$ cat config.mk
export PLATFORM = sky130hd
export DESIGN_NAME = cartridge_bank_mapper_flat
export DESIGN_NICKNAME = d
export VERILOG_FILES = /design/src/design/cbm_pkg.sv /design/src/design/cbm_in_if.sv /design/src/design/cbm_out_if.sv /design/src/design/cbm_cfg_if.sv /design/src/design/cartridge_bank_mapper.sv /design/src/flat_wrapper.sv
export SDC_FILE = /design/constraint.sdc
export NUM_CORES = 1
export LEC_CHECK = 0
export BUFFER_PORTS_ARGS = -buffer_cell sky130_fd_sc_hd__buf_2
export CAP_MARGIN = 40
export CORE_ASPECT_RATIO = 1.1
export CORE_MARGIN = 10
export CORE_UTILIZATION = 52
export CTS_BUF_LIST = sky130_fd_sc_hd__clkbuf_4 sky130_fd_sc_hd__clkbuf_8 sky130_fd_sc_hd__clkbuf_16
export DETAILED_ROUTE_END_ITERATION = 6
export PLACE_DENSITY_LB_ADDON = 0.3
export SLEW_MARGIN = 5
export SYNTH_ARGS = -nofsm -noshare
export SYNTH_HDL_FRONTEND = slang
export SYNTH_SLANG_ARGS = --single-unit
$ cat constraint.sdc
create_clock -name clk -period 3.04 [get_ports clk]
set_input_delay 0.912 -clock clk [delete_from_list [all_inputs] [get_ports clk]]
set_output_delay 0.912 -clock clk [all_outputs]
set_load 0.01 [all_outputs]
$ cat src/design/cbm_pkg.sv
// Package for the cartridge bank mapper: field widths, opcodes, bus port codes,
// configuration register indexes and reset values.
// No dependencies; used by the channel interfaces and the top level.
package cbm_pkg;

  localparam int OpcodeW  = 2;
  localparam int AddrW    = 16;
  localparam int DataW    = 8;
  localparam int OffsetW  = 21;
  localparam int CfgIdxW  = 2;
  localparam int CfgDataW = 8;
  localparam int BankW    = 8;
  localparam int SelW     = 3;

  // Input opcodes
  typedef enum logic [OpcodeW-1:0] {
    OP_CPU_WRITE = 2'd0,
    OP_PRG_READ  = 2'd1,
    OP_CHR_READ  = 2'd2,
    OP_UNUSED    = 2'd3
  } opcode_t;

  // CPU write decode
  localparam logic [AddrW-1:0] PORT_MASK        = 16'hE001;
  localparam logic [AddrW-1:0] PORT_BANK_SELECT = 16'h8000;
  localparam logic [AddrW-1:0] PORT_BANK_DATA   = 16'h8001;
  localparam logic [AddrW-1:0] PORT_MIRROR      = 16'hA000;

  // PRG bank 6 fold
  localparam logic [DataW-1:0] PRG_FOLD_LIMIT = 8'h50;
  localparam logic [DataW-1:0] PRG_FOLD_MASK  = 8'h4F;

  // Bank select codes
  localparam logic [SelW-1:0] SEL_PRG_R6 = 3'd6;
  localparam logic [SelW-1:0] SEL_PRG_R7 = 3'd7;

  // Configuration register indexes
  localparam logic [CfgIdxW-1:0] CFG_PRG_BANK_MASK = 2'd0;
  localparam logic [CfgIdxW-1:0] CFG_CHR_BANK_MASK = 2'd1;
  localparam logic [CfgIdxW-1:0] CFG_CHR_PRESENT   = 2'd2;
  localparam logic [CfgIdxW-1:0] CFG_FOUR_SCREEN   = 2'd3;

  // Reset values
  localparam logic [BankW-1:0] PRG_MASK_RST = 8'd15;
  localparam logic [BankW-1:0] CHR_MASK_RST = 8'd127;

  typedef logic [BankW-1:0] bank_t;

endpackage

$ cat src/design/cbm_in_if.sv
// Input channel of the cartridge bank mapper: one bus access per item.
// Depends on cbm_pkg for field widths.
interface cbm_in_if;
  logic                        valid;
  logic                        ready;
  logic [cbm_pkg::OpcodeW-1:0] opcode;
  logic [cbm_pkg::AddrW-1:0]   bus_address;
  logic [cbm_pkg::DataW-1:0]   write_data;

  modport source (output valid, output opcode, output bus_address, output write_data,
                  input ready);
  modport sink (input valid, input opcode, input bus_address, input write_data,
                output ready);
endinterface

$ cat src/design/cbm_out_if.sv
// Result channel of the cartridge bank mapper: one translation result per item.
// Depends on cbm_pkg for field widths.
interface cbm_out_if;
  logic                        valid;
  logic                        ready;
  logic [cbm_pkg::OffsetW-1:0] mapped_offset;
  logic                        offset_valid;
  logic                        nt_mirror;

  modport source (output valid, output mapped_offset, output offset_valid,
                  output nt_mirror, input ready);
  modport sink (input valid, input mapped_offset, input offset_valid,
                input nt_mirror, output ready);
endinterface

$ cat src/design/cbm_cfg_if.sv
// Configuration write channel of the cartridge bank mapper.
// Depends on cbm_pkg for index and data widths.
interface cbm_cfg_if;
  logic                         valid;
  logic                         ready;
  logic [cbm_pkg::CfgIdxW-1:0]  index;
  logic [cbm_pkg::CfgDataW-1:0] data;

  modport source (output valid, output index, output data, input ready);
  modport sink (input valid, input index, input data, output ready);
endinterface

$ cat src/design/cartridge_bank_mapper.sv
// Cartridge bank mapper: CPU bank register writes, PRG and CHR address translation.
// Items pass in order through the input register and then the result register. One item per cycle
// sustained, limited only by the result register being taken. Synchronous active-low reset restores
// the bank registers, modes, mirroring and configuration to defaults. Configuration writes are
// always ready, effective next cycle.
// Depends on cbm_pkg, cbm_in_if, cbm_out_if, cbm_cfg_if.
module cartridge_bank_mapper (
  input  logic      clk,
  input  logic      rst_n,
  cbm_in_if.sink    in_chan,
  cbm_out_if.source out_chan,
  cbm_cfg_if.sink   cfg_chan
);

  // Configuration registers
  cbm_pkg::bank_t prg_mask_r;
  cbm_pkg::bank_t chr_mask_r;
  logic           chr_present_r;
  logic           four_screen_r;

  // Mapper state
  logic [cbm_pkg::SelW-1:0] bank_sel_r, bank_sel_nxt;
  logic                     prg_swap_r, prg_swap_nxt;
  logic                     chr_swap_r, chr_swap_nxt;
  cbm_pkg::bank_t           chr_bank_r [6];
  cbm_pkg::bank_t           chr_bank_nxt [6];
  cbm_pkg::bank_t           prg_bank_r [2];
  cbm_pkg::bank_t           prg_bank_nxt [2];
  logic                     mirror_r, mirror_nxt;

  // Input register stage
  logic                        s1_valid_r;
  logic [cbm_pkg::OpcodeW-1:0] s1_opcode_r;
  logic [cbm_pkg::AddrW-1:0]   s1_addr_r;
  logic [cbm_pkg::DataW-1:0]   s1_data_r;

  // Result register stage
  logic                        out_valid_r;
  logic [cbm_pkg::OffsetW-1:0] out_offset_r, out_offset_nxt;
  logic                        out_ovalid_r, out_ovalid_nxt;
  logic                        out_mirror_r;

  logic s2_fire;
  logic in_fire;

  assign s2_fire       = s1_valid_r && (!out_valid_r || out_chan.ready);
  assign in_chan.ready = !s1_valid_r || s2_fire;
  assign in_fire       = in_chan.valid && in_chan.ready;
  assign cfg_chan.ready = 1'b1;

  assign out_chan.valid         = out_valid_r;
  assign out_chan.mapped_offset = out_offset_r;
  assign out_chan.offset_valid  = out_ovalid_r;
  assign out_chan.nt_mirror     = out_mirror_r;

  // Translation datapath
  logic [cbm_pkg::AddrW-1:0] port_addr;
  logic [1:0]                prg_slot;
  cbm_pkg::bank_t            second_last;
  cbm_pkg::bank_t            prg_bank;
  logic                      chr_in_2k;
  logic [2:0]                chr_idx;
  cbm_pkg::bank_t            chr_bank_raw;
  cbm_pkg::bank_t            chr_bank;
  cbm_pkg::bank_t            fold_data;

  always_comb begin
    port_addr   = s1_addr_r & cbm_pkg::PORT_MASK;
    prg_slot    = s1_addr_r[14:13];
    second_last = (prg_mask_r - 8'd1) & prg_mask_r;

    // PRG slot select
    case (prg_slot)
      2'd0:    prg_bank = prg_swap_r ? second_last : prg_bank_r[0];
      2'd1:    prg_bank = prg_bank_r[1];
      2'd2:    prg_bank = prg_swap_r ? prg_bank_r[0] : second_last;
      default: prg_bank = prg_mask_r;
    endcase
    prg_bank = prg_bank & prg_mask_r;

    // CHR slot select: one entry read, 2K or 1K layout
    chr_in_2k    = (s1_addr_r[12] == chr_swap_r);
    chr_idx      = chr_in_2k ? {2'b00, s1_addr_r[11]} : (3'd2 + {1'b0, s1_addr_r[11:10]});
    chr_bank_raw = chr_bank_r[chr_idx];
    chr_bank     = chr_in_2k ? (chr_bank_raw & {1'b0, chr_mask_r[7:1]})
                             : (chr_bank_raw & chr_mask_r);

    fold_data = (s1_data_r >= cbm_pkg::PRG_FOLD_LIMIT) ? (s1_data_r & cbm_pkg::PRG_FOLD_MASK)
                                                      : s1_data_r;

    bank_sel_nxt = bank_sel_r;
    prg_swap_nxt = prg_swap_r;
    chr_swap_nxt = chr_swap_r;
    chr_bank_nxt = chr_bank_r;
    prg_bank_nxt = prg_bank_r;
    mirror_nxt   = mirror_r;
    out_offset_nxt = '0;
    out_ovalid_nxt = 1'b0;

    case (cbm_pkg::opcode_t'(s1_opcode_r))
      cbm_pkg::OP_CPU_WRITE: begin
        if (port_addr == cbm_pkg::PORT_BANK_SELECT) begin
          bank_sel_nxt = s1_data_r[2:0];
          prg_swap_nxt = s1_data_r[6];
          chr_swap_nxt = s1_data_r[7];
        end else if (port_addr == cbm_pkg::PORT_BANK_DATA) begin
          if (bank_sel_r <= 3'd1) begin
            chr_bank_nxt[bank_sel_r] = {1'b0, s1_data_r[7:1]};
          end else if (bank_sel_r <= 3'd5) begin
            chr_bank_nxt[bank_sel_r] = s1_data_r;
          end else if (bank_sel_r == cbm_pkg::SEL_PRG_R6) begin
            prg_bank_nxt[0] = fold_data;
          end else begin
            prg_bank_nxt[1] = s1_data_r;
          end
        end else if (port_addr == cbm_pkg::PORT_MIRROR) begin
          if (!four_screen_r) begin
            mirror_nxt = s1_data_r[0];
          end
        end
      end
      cbm_pkg::OP_PRG_READ: begin
        if (s1_addr_r[15]) begin
          out_offset_nxt = {prg_bank, s1_addr_r[12:0]};
          out_ovalid_nxt = 1'b1;
        end
      end
      cbm_pkg::OP_CHR_READ: begin
        if (s1_addr_r[15:13] == 3'd0 && chr_present_r) begin
          out_offset_nxt = chr_in_2k ? {3'b000, chr_bank[6:0], s1_addr_r[10:0]}
                                     : {3'b000, chr_bank, s1_addr_r[9:0]};
          out_ovalid_nxt = 1'b1;
        end
      end
      default: begin
        out_ovalid_nxt = 1'b0;
      end
    endcase
  end

  // Control, state and configuration registers
  always_ff @(posedge clk) begin
    if (!rst_n) begin
      s1_valid_r    <= 1'b0;
      out_valid_r   <= 1'b0;
      prg_mask_r    <= cbm_pkg::PRG_MASK_RST;
      chr_mask_r    <= cbm_pkg::CHR_MASK_RST;
      chr_present_r <= 1'b1;
      four_screen_r <= 1'b0;
      bank_sel_r    <= '0;
      prg_swap_r    <= 1'b0;
      chr_swap_r    <= 1'b0;
      chr_bank_r[0] <= 8'd0;
      chr_bank_r[1] <= 8'd1;
      chr_bank_r[2] <= 8'd4;
      chr_bank_r[3] <= 8'd5;
      chr_bank_r[4] <= 8'd6;
      chr_bank_r[5] <= 8'd7;
      prg_bank_r[0] <= 8'd0;
      prg_bank_r[1] <= 8'd1;
      mirror_r      <= 1'b0;
    end else begin
      if (in_chan.ready) begin
        s1_valid_r <= in_chan.valid;
      end
      if (s2_fire) begin
        out_valid_r <= 1'b1;
        bank_sel_r  <= bank_sel_nxt;
        prg_swap_r  <= prg_swap_nxt;
        chr_swap_r  <= chr_swap_nxt;
        chr_bank_r  <= chr_bank_nxt;
        prg_bank_r  <= prg_bank_nxt;
        mirror_r    <= mirror_nxt;
      end else if (out_chan.ready) begin
        out_valid_r <= 1'b0;
      end
      // configuration writes
      if (cfg_chan.valid) begin
        unique case (cfg_chan.index)
          cbm_pkg::CFG_PRG_BANK_MASK: prg_mask_r    <= cfg_chan.data;
          cbm_pkg::CFG_CHR_BANK_MASK: chr_mask_r    <= cfg_chan.data;
          cbm_pkg::CFG_CHR_PRESENT:   chr_present_r <= cfg_chan.data[0];
          cbm_pkg::CFG_FOUR_SCREEN:   four_screen_r <= cfg_chan.data[0];
          default:                    chr_present_r <= chr_present_r;
        endcase
      end
    end
  end

  // Payload registers
  always_ff @(posedge clk) begin
    if (in_fire) begin
      s1_opcode_r <= in_chan.opcode;
      s1_addr_r   <= in_chan.bus_address;
      s1_data_r   <= in_chan.write_data;
    end
    if (s2_fire) begin
      out_offset_r <= out_offset_nxt;
      out_ovalid_r <= out_ovalid_nxt;
      out_mirror_r <= mirror_nxt;
    end
  end

endmodule
$ cat src/flat_wrapper.sv
// flat-port wrapper written by rule: the top's interface ports become plain ports
module cartridge_bank_mapper_flat 
  (clk, rst_n, in_chan_valid, in_chan_opcode, in_chan_bus_address, in_chan_write_data, in_chan_ready, out_chan_valid, out_chan_mapped_offset, out_chan_offset_valid, out_chan_nt_mirror, out_chan_ready, cfg_chan_valid, cfg_chan_index, cfg_chan_data, cfg_chan_ready);
  cbm_in_if in_chan_i ();
  cbm_out_if out_chan_i ();
  cbm_cfg_if cfg_chan_i ();
  input  logic clk;
  input  logic rst_n;
  input wire logic [$bits(in_chan_i.valid)-1:0] in_chan_valid;
  input wire logic [$bits(in_chan_i.opcode)-1:0] in_chan_opcode;
  input wire logic [$bits(in_chan_i.bus_address)-1:0] in_chan_bus_address;
  input wire logic [$bits(in_chan_i.write_data)-1:0] in_chan_write_data;
  output wire logic [$bits(in_chan_i.ready)-1:0] in_chan_ready;
  output wire logic [$bits(out_chan_i.valid)-1:0] out_chan_valid;
  output wire logic [$bits(out_chan_i.mapped_offset)-1:0] out_chan_mapped_offset;
  output wire logic [$bits(out_chan_i.offset_valid)-1:0] out_chan_offset_valid;
  output wire logic [$bits(out_chan_i.nt_mirror)-1:0] out_chan_nt_mirror;
  input wire logic [$bits(out_chan_i.ready)-1:0] out_chan_ready;
  input wire logic [$bits(cfg_chan_i.valid)-1:0] cfg_chan_valid;
  input wire logic [$bits(cfg_chan_i.index)-1:0] cfg_chan_index;
  input wire logic [$bits(cfg_chan_i.data)-1:0] cfg_chan_data;
  output wire logic [$bits(cfg_chan_i.ready)-1:0] cfg_chan_ready;
  assign in_chan_i.valid = in_chan_valid;
  assign in_chan_i.opcode = in_chan_opcode;
  assign in_chan_i.bus_address = in_chan_bus_address;
  assign in_chan_i.write_data = in_chan_write_data;
  assign in_chan_ready = in_chan_i.ready;
  assign out_chan_valid = out_chan_i.valid;
  assign out_chan_mapped_offset = out_chan_i.mapped_offset;
  assign out_chan_offset_valid = out_chan_i.offset_valid;
  assign out_chan_nt_mirror = out_chan_i.nt_mirror;
  assign out_chan_i.ready = out_chan_ready;
  assign cfg_chan_i.valid = cfg_chan_valid;
  assign cfg_chan_i.index = cfg_chan_index;
  assign cfg_chan_i.data = cfg_chan_data;
  assign cfg_chan_ready = cfg_chan_i.ready;
  cartridge_bank_mapper u_core (.clk(clk), .rst_n(rst_n), .in_chan(in_chan_i), .out_chan(out_chan_i), .cfg_chan(cfg_chan_i));
endmodule
# Yosys cells after proc, flatten, opt, wreduce, memory -nomap -nowiden

Index checks and enable logic that the tools add are counted.

Register bits after elaboration: 139
Latch bits: 0
RAM bits: 0
Memory bits (read-only): 0
Input port bits: 41
Output and inout port bits: 26
Logic and storage cells: 105
Memories kept: 0

Add/subtract/negate cells: 2
Multiply operators: 0
Divide/modulo/power cells: 0
$lt $le $gt $ge: 6
Eq/ne operators: 12
Shift operators: 0
Multiplexer cells: 29
Bitwise operators: 10
Reduce and logical (&&, ||, !) cells: 22

Operators with widths:

| kind                                                | count |
|---|---|
| bitwise mux 48 bit                                  | 2 |
| two-way mux 48 bit                                  | 2 |
| two-way mux 8 bit                                   | 7 |
| two-way mux 21 bit                                  | 2 |
| one-hot mux 21 bit (2 select lines)                 | 1 |
| AND 8 bit                                           | 3 |
| binary-select mux 8 bit (select 3 bit)              | 1 |
| demux 8 bit (select 3 bit)                          | 1 |
| one-hot mux 8 bit (3 select lines)                  | 1 |
| two-way mux 18 bit                                  | 1 |
| AND reduction 7 bit                                 | 2 |
| == test 4 bit, second input constant                | 3 |
| two-way mux 1 bit                                   | 9 |
| AND 8 x 7 -> 8 bit                                  | 1 |
| == test 2 bit, second input constant                | 4 |
| >= comparator 4 bit, second input constant          | 2 |
| >= comparator 8 x 7 -> 1 bit, second input constant | 1 |
| inverter 3 -> 4 bit                                 | 2 |
| AND reduction 2 bit                                 | 4 |
| subtractor 8 x 1 -> 8 bit, second input constant    | 1 |
| == test 2 x 1 -> 1 bit, second input constant       | 3 |
| logical NOT 2 bit                                   | 3 |
| AND reduction 5 bit                                 | 1 |
| logical AND 1 bit                                   | 4 |
| 14 further kinds                                    | 20 |

# Depth between registers and ports, before layout

Gate-level depths: netlist of the first run.

Depth in word-level cells: 11
Mapped depth: 8
Gate-level depth less buffers: 7

# Worst setup path before layout of the first run

OpenSTA, ideal clock, no wires.

Path type: input -> register
Start point: in out_chan_ready
End point: reg u_core.bank_sel_r[0] in the netlist's numbering
Library setup time: 0.118 ns
Arrival: 2.881 ns
Required time: 2.922 ns
Setup slack: 0.041 ns
Stages: 5
Path buffers: 0
Cells stage by stage: nor2b_1 nor2_1 nand3_1 mux2i_1 nor2b_1

Longest elaborated chain between the ends: 3

Ends and longest elaborated chain:

| item                                 | RTL line                     | text |
|---|---|---|
| from (decl)                          | flat_wrapper.sv:18           | `input wire logic [$bits(out_chan_i.ready)-1:0] out_chan_ready;` |
| logical OR 1 bit                     | cartridge_bank_mapper.sv:46  | `assign s2_fire = s1_valid_r && (!out_valid_r \|\| out_chan.ready);` |
| logical AND 1 bit                    | cartridge_bank_mapper.sv:46  |  |
| via u_core.s2_fire                   | cartridge_bank_mapper.sv:43  | `logic s2_fire;` |
| AND reduction 3 bit (no source line) | --                           |  |
| to (signal assigned)                 | cartridge_bank_mapper.sv:168 | `bank_sel_r <= bank_sel_nxt;` |
| to (decl)                            | cartridge_bank_mapper.sv:22  | `logic [cbm_pkg::SelW-1:0] bank_sel_r, bank_sel_nxt;` |

The timed path passes the listed nets, and every way through them passes these cells.
A chain may end at the register's enable or synchronous reset.

# Worst setup path in the final report of the first run

Start point: in out_chan_ready
End point: out in_chan_ready

Longest elaborated chain between the ends: 3

Ends and longest elaborated chain:

| item              | RTL line                    | text |
|---|---|---|
| logical OR 1 bit  | cartridge_bank_mapper.sv:46 |  |
| logical AND 1 bit | cartridge_bank_mapper.sv:46 |  |
| logical OR 1 bit  | cartridge_bank_mapper.sv:47 | `assign in_chan.ready = !s1_valid_r \|\| s2_fire;` |
| to (decl)         | flat_wrapper.sv:13          | `output wire logic [$bits(in_chan_i.ready)-1:0] in_chan_ready;` |

Every way passes these cells.

==> results.ini, run 1 <==
[critical_path]
endpoint_kind=primary output
cp.arrival_ps=1700
worst_ep_required_time_ps=2130
timing.critical_path.slowest_cell_delay_ps=400
worstReg2RegEnd=u_core.chr_bank_r[42]
critical_path.n_buffers_inverters=2
r2r_setup_slack_ps=710
critPathSlowestCell=sky130_fd_sc_hd__nor2b_1
worst-path-max-fanout=5
worst_path_dominant_cell_family=simple AND/OR/NAND/NOR gates
critical_path.cell_chain=buf_2, nor2b_1, nand2_1, buf_2
ff2ff_path_depth=7
critPathMostFrequentCell=sky130_fd_sc_hd__buf_2
setup.worst_path.start_class=input port
setup.worst_path.class=input port to primary output
reg2reg_from=u_core.s1_opcode_r[1]

[synthesis]
post_synthesis_share_of_cell_area_spent_on_xor_and_xnor_gates=0.00297
post_synth_instance_area_um2=5900
synth_top_area_frac=0.299
post_synth_and_or_nand_nor_area_fraction=0.189
synthCells=532
synth_cell_types=56
synth_edf_count=49
yosys.area_share.adder=0.00636
synth_top_family_by_area=simple AND/OR/NAND/NOR gates
synth_area_per_cell_um2=11.1
ys.flop_type=sky130_fd_sc_hd__dfxtp_1
yosys_register_bits=137
syn-num-nets=576
synth_warnings=0
synth-seq-area-share=0.548
async_reset_ff_frac=0
post_synth_mux_area_share=0.148
synth_top_area_cell=sky130_fd_sc_hd__dfxtp_1
ys_top_cells_by_area=sky130_fd_sc_hd__dfxtp_1, sky130_fd_sc_hd__edfxtp_1, sky130_fd_sc_hd__mux2i_1, sky130_fd_sc_hd__nor2b_1, sky130_fd_sc_hd__nand2_1
area_fraction_in_compound_gates_after_synthesis=0.0766

[sta]
maxSlewHeadroom=0.472
setup_viol_count_final=0
slew_violations=0
clock-skew-final_ps=5.31
fin_setup_tns_ps=0
final-hold-violation-count=0
grt_setup_unrepaired=no
tightestPinTransition_ps=791
maxClockFrequency_ghz=0.382
finalCritPeriodShare=0.860
fin_crit_ps=2610

[layout]
fillCellCount=886
seq_area_um2=3230
layout.cells.most_common=sky130_fd_sc_hd__dfxtp_1
multiInputGateArea_um2=2500
layoutNonFillerInstCount=753
final_net_count=637
area.growth.synth_to_final_pct=17.2
layout.cells.most_common_list=sky130_fd_sc_hd__dfxtp_1, sky130_fd_sc_hd__mux2i_1, sky130_fd_sc_hd__buf_2
post_route_cells_drive_above_1_share=0.208
antennaDiodeCount=0

[clock_network]
tritoncts=built
clock_insertion_delay_worst_skew_ps=420
cts_made_buffers=17
clock_tree.root_cell=sky130_fd_sc_hd__clkbuf_16
postCtsSetupBuffers=0
clkTransAtPathRegs_ps=50
htreeDepth=4
post_cts_resize_count=0
clock_sinks=137
cts.path.max_buffers=2
cts_hold_repair.buffers=0

[route]
ant_nets=0
drt_first_pass_iters=5
route.detailed.vias_per_inst=5.48
route.final.wire_length_mm=13.7
remaining_drc_errors=0
route.detailed.wl_per_inst_um=18.2
vias_post_dr=4128
drt_iter0_drc=386

[power_and_ir_drop]
power_density_nw_per_um2=595
vdd_drop_max_mv=0.435
leakage_nw=2.65

[floorplanning]
core_outline_area_um2=11000
i_o_pins=67
fp-row-count=40
die_h_um=132
die_area_um2=16000
initial_utilization=0.536
die_x_um=122

[grt]
grt_overflow=0
grt_first_pass_wirelength_mm=21.7
first_global_vias=4063
grt_start_max_net_pins=40
initial_antenna_violation_count=0
grtUsageTotal=0.173

[run]
max_cap_viol=0

[outcome]
outcome=completed

[placement]
placed_cells=721
place_hpwl_mm=9.43
port-buffer-count=65
last_weighted_congestion_value_of_the_routability_driven_placer=0.884

[min_path]
min-delay-start=u_core.prg_bank_r[15]
worst_hold_path_type=flop to flop
whs_path_cells=2
worst_min_delay_path_endpoint=u_core.prg_bank_r[15]

-- kinds of logic after synthesis --
kind of cell / after synthesis
DFF: 137
adders and majority gates: 3
xor gates and xnor gates: 2
AOI/OAI and AO/OA: 68
buffers and inverters: 42
other: 1
muxes: 79
and+or+nand+nor: 200
-- sequential cells by signal (all words and copies together) (netlist names), 2 cells and up --
name	cells
u_core.chr_bank_r	46
u_core.prg_mask_r	8
u_core.chr_mask_r	8
u_core.s1_addr_r	16
u_core.s1_data_r	8
u_core.s1_opcode_r	2
u_core.out_chan.mapped_offset	21
u_core.prg_bank_r	16
u_core.bank_sel_r	3
-- how the worst max path moves through the flow --
stage	start	endpoint	slack [ps]	depth (start not counted)
detailed placement	out_chan_ready	in_chan_ready	430	4
CTS	out_chan_ready	in_chan_ready	420	4
floorplan	out_chan_ready	u_core.bank_sel_r[0]	40	5
finish	out_chan_ready	in_chan_ready	430	4
global placement	out_chan_ready	in_chan_ready	490	4
global route	out_chan_ready	in_chan_ready	330	4
-- per-layer routing --
layer	routed length, um	track usage	share of wire
met1	5730	0.207	0.42
met2	6830	0.281	0.50
met3	893	0.0553	0.065
met4	232	0.0683	0.017
met5	0	0	0
-- per-stage QoR --
stage	setup WS, ps	utilization	hold slack (ps)	area (um2)	total power [mW]
after global routing	332	0.628	470	6920	4.26
after global placement	488	0.578	417	6360	2.22
after detailed placement	434	0.578	430	6360	2.23
after floorplan	40.9	-	410	5900	2.14
after CTS	418	0.628	438	6920	4.15
final	425	0.628	436	6920	4.12
-- layout make-up --
cell class                      instances  area share
Multi-Input combinational cell        353       0.362
Sequential cell                       137       0.468
Tap cell                              147      0.0266
Timing Repair Buffer                   78      0.0612
Clock inverter                         13      0.0159
Inverter                                6     0.00326
Clock buffer                           19      0.0637
-- power breakdown --
part           total, mW  switching (mW)  internal, mW
clock               1.92           0.720          1.20
combinational      0.197           0.108        0.0881
sequential          2.00          0.0539          1.95
-- cells in the mapped netlist (all sizes together) (2+ instances only) --
cell type / number
o311ai: 2
nor4: 2
nor3b: 3
and3b: 2
nor2: 18
o22ai: 3
dfxtp: 88
nand4: 2
o211ai: 3
mux2i: 68
and3: 3
inv: 6
nand3: 23
and2: 12
nand2b: 8
nand2: 59
clkbuf: 29
mux4: 6
nand3b: 6
buf: 7
a21boi: 17
edfxtp: 49
a21oi: 11
ha: 3
mux2: 5
o21ai: 17
o2111ai: 4
or3: 3
nor2b: 52
nor3: 3
-- worst register-to-register path, delay by kind of cell (launching register included) --
family / cells / cell delay, ps
AND/OR/NAND/NOR: 4 / 1250
flip-flops: 1 / 410
multiplexers: 1 / 240
adder cells (fa/ha/maj): 1 / 190
buffers and inverters: 1 / 120
No activity file was read; power rests on OpenSTA's default activity.
==> run 2: changes to the inputs <==
Settings changed: CELL_PAD_IN_SITES_DETAIL_PLACEMENT from default to 2, CELL_PAD_IN_SITES_GLOBAL_PLACEMENT from default to 2, CORE_UTILIZATION 52 to 41.
Clock period 3.04 ns to 3.2 ns, I/O delays scaled along.
==> run 2 against run 1 <==
Net effect: sequential share of layout area shrank 0.76 points; via count rose by 7.6%; count of clock-buffer cells in the layout unchanged; core utilization shrank 12 points; clock skew grew 5.5 ps.
==> results.ini, run 2 (same netlist as run 1, synthesis figures left out) <==
[outcome]
outcome=completed

[sta]
slew_violations=0  ; unchanged
fin_setup_tns_ps=0  ; unchanged
maxClockFrequency_ghz=0.346
clock-skew-final_ps=10.8  ; +5.49 ps
tightestPinTransition_ps=886  ; +94.8 ps
fin_crit_ps=2890
maxSlewHeadroom=0.407  ; -0.0652
setup_viol_count_final=0  ; unchanged
grt_setup_unrepaired=no
finalCritPeriodShare=0.904
final-hold-violation-count=0  ; unchanged

[critical_path]
critPathMostFrequentCell=sky130_fd_sc_hd__buf_2
endpoint_kind=primary output
r2r_setup_slack_ps=670  ; -40 ps
cp.arrival_ps=1930  ; +230 ps
critical_path.n_buffers_inverters=2  ; unchanged
worst_path_dominant_cell_family=simple AND/OR/NAND/NOR gates
timing.critical_path.slowest_cell_delay_ps=470  ; +70 ps
critPathSlowestCell=sky130_fd_sc_hd__nor2b_1
worstReg2RegEnd=u_core.chr_bank_r[40]
worst_ep_required_time_ps=2240  ; +110 ps
critical_path_depth=4  ; unchanged
setup.worst_path.class=input port to primary output
critical_path.cell_chain=buf_2, nor2b_1, nand2_1, buf_2
reg2reg_from=u_core.s1_opcode_r[0]
setup.worst_path.start_class=input port
ff2ff_path_depth=7  ; unchanged
worst-path-max-fanout=5  ; unchanged

[route]
route.detailed.wl_per_inst_um=25.2  ; +39%
vias_post_dr=4440  ; +7.6%
remaining_drc_errors=0  ; unchanged
route.detailed.vias_per_inst=5.58  ; +1.9%
drt_iter0_drc=277  ; -28%
route.final.wire_length_mm=20.1  ; +47%
ant_nets=0  ; unchanged
drt_first_pass_iters=4  ; -1

[power_and_ir_drop]
power_density_nw_per_um2=586  ; -1.4%
vdd_drop_max_mv=0.357  ; -18%
leakage_nw=2.68  ; +0.90%

[layout]
final_net_count=638  ; +0.16%
area.growth.synth_to_final_pct=19.2
max_flop_register=u_core.chr_bank_r
post_route_cells_drive_above_1_share=0.216  ; +0.00789
antennaDiodeCount=0  ; unchanged
layout.cells.most_common_list=sky130_fd_sc_hd__dfxtp_1, sky130_fd_sc_hd__mux2i_1, sky130_fd_sc_hd__buf_2
layout.cells.most_common=sky130_fd_sc_hd__dfxtp_1
largest_register_ffs=46  ; unchanged
layoutNonFillerInstCount=795  ; +5.6%

[clock_network]
cts_made_buffers=17  ; unchanged
post_cts_resize_count=0  ; unchanged
cts.path.max_buffers=2  ; unchanged
clock_insertion_delay_worst_skew_ps=430  ; about the same
postCtsSetupBuffers=0  ; unchanged
clock_tree.root_cell=sky130_fd_sc_hd__clkbuf_16
clock_sinks=137  ; unchanged
tritoncts=built
clkTransAtPathRegs_ps=60  ; about the same
htreeDepth=4  ; unchanged
cts_hold_repair.buffers=0  ; unchanged

[min_path]
min-delay-start=u_core.prg_bank_r[15]
worst_min_delay_path_endpoint=u_core.prg_bank_r[15]
whs_path_cells=2  ; unchanged
worst_hold_path_type=flop to flop

[floorplanning]
die_x_um=134  ; +11%
die_area_um2=19600  ; +22%
die_h_um=146  ; +11%
fp-row-count=45  ; +13%
i_o_pins=67  ; unchanged
core_outline_area_um2=14000  ; +27%
initial_utilization=0.422  ; -0.113

[placement]
placed_cells=763  ; +5.8%
port-buffer-count=65  ; unchanged
place_hpwl_mm=13.6  ; +44%
last_weighted_congestion_value_of_the_routability_driven_placer=0.768  ; -13%

[grt]
grtUsageTotal=0.207  ; +0.0335
grt_first_pass_wirelength_mm=30.8  ; +42%
initial_antenna_violation_count=0  ; unchanged
grt_start_max_net_pins=36  ; -10%
grt_overflow=0  ; unchanged
first_global_vias=4929  ; +21%

[run]
max_cap_viol=0  ; unchanged

[run 2: cell types whose count changed in the layout (fill, tap and decap cells not counted), sizes merged]
| cell | delta |
|---|---|
| clkinv | -4 |
| inv | +3 |
| buf | +1 |
| clkinvlp | +1 |
[run 2: final cells by class]
type	count	area [um2]
fill	1400	6930
sequential	137	3230
multi-input combinational	353	2500
tap	188	235
clock buffer	19	464
clock inverter	13	141
timing repair buffer	79	430
inverter	6	22.5
[run 2: routing by layer]
| metal | global-route usage | wire [um] |
|---|---|---|
| met3 | 0.0476 | 854 |
| met5 | 0 | 0 |
| met1 | 0.229 | 7980 |
| met4 | 0.0675 | 381 |
| met2 | 0.377 | 10800 |
[run 2: how the worst max path moves through the flow]
| stage | start | end | slack, ps |
|---|---|---|---|
| after CTS | out_chan_ready | in_chan_ready | 310 |
| after global placement | out_chan_ready | in_chan_ready | 530 |
| after detailed placement | out_chan_ready | in_chan_ready | 340 |
| after floorplan | out_chan_ready | u_core.bank_sel_r[0] | 150 |
| final | out_chan_ready | in_chan_ready | 310 |
| after global routing | out_chan_ready | in_chan_ready | 250 |
[run 2: stage by stage]
stage          power [mW]  hold WS [ps]  instance area [um2]   util  setup WS [ps]
6_report             4.12           471                 7030  0.503            306
5_1_grt              4.25           508                 7030  0.503            255
4_1_cts              4.14           470                 7030  0.503            306
3_5_place_dp         2.14           447                 6420  0.460            340
3_3_place_gp         2.12           416                 6420  0.460            530
2_1_floorplan        2.04           410                 5900      -            153
[run 2: power by group]
part | switching, mW | leakage (nW) | internal [mW]
clock network | 0.786 | 0.299 | 1.22
registers | 0.0603 | 1.20 | 1.85
logic | 0.125 | 1.18 | 0.0840
total | 0.971 | 2.68 | 3.15
[run 2: tightest hold or removal path, delay by kind of cell, from the launching register on]
family / cells / cell delay, ps
flops: 1 / 330
simple gates: 2 / 100
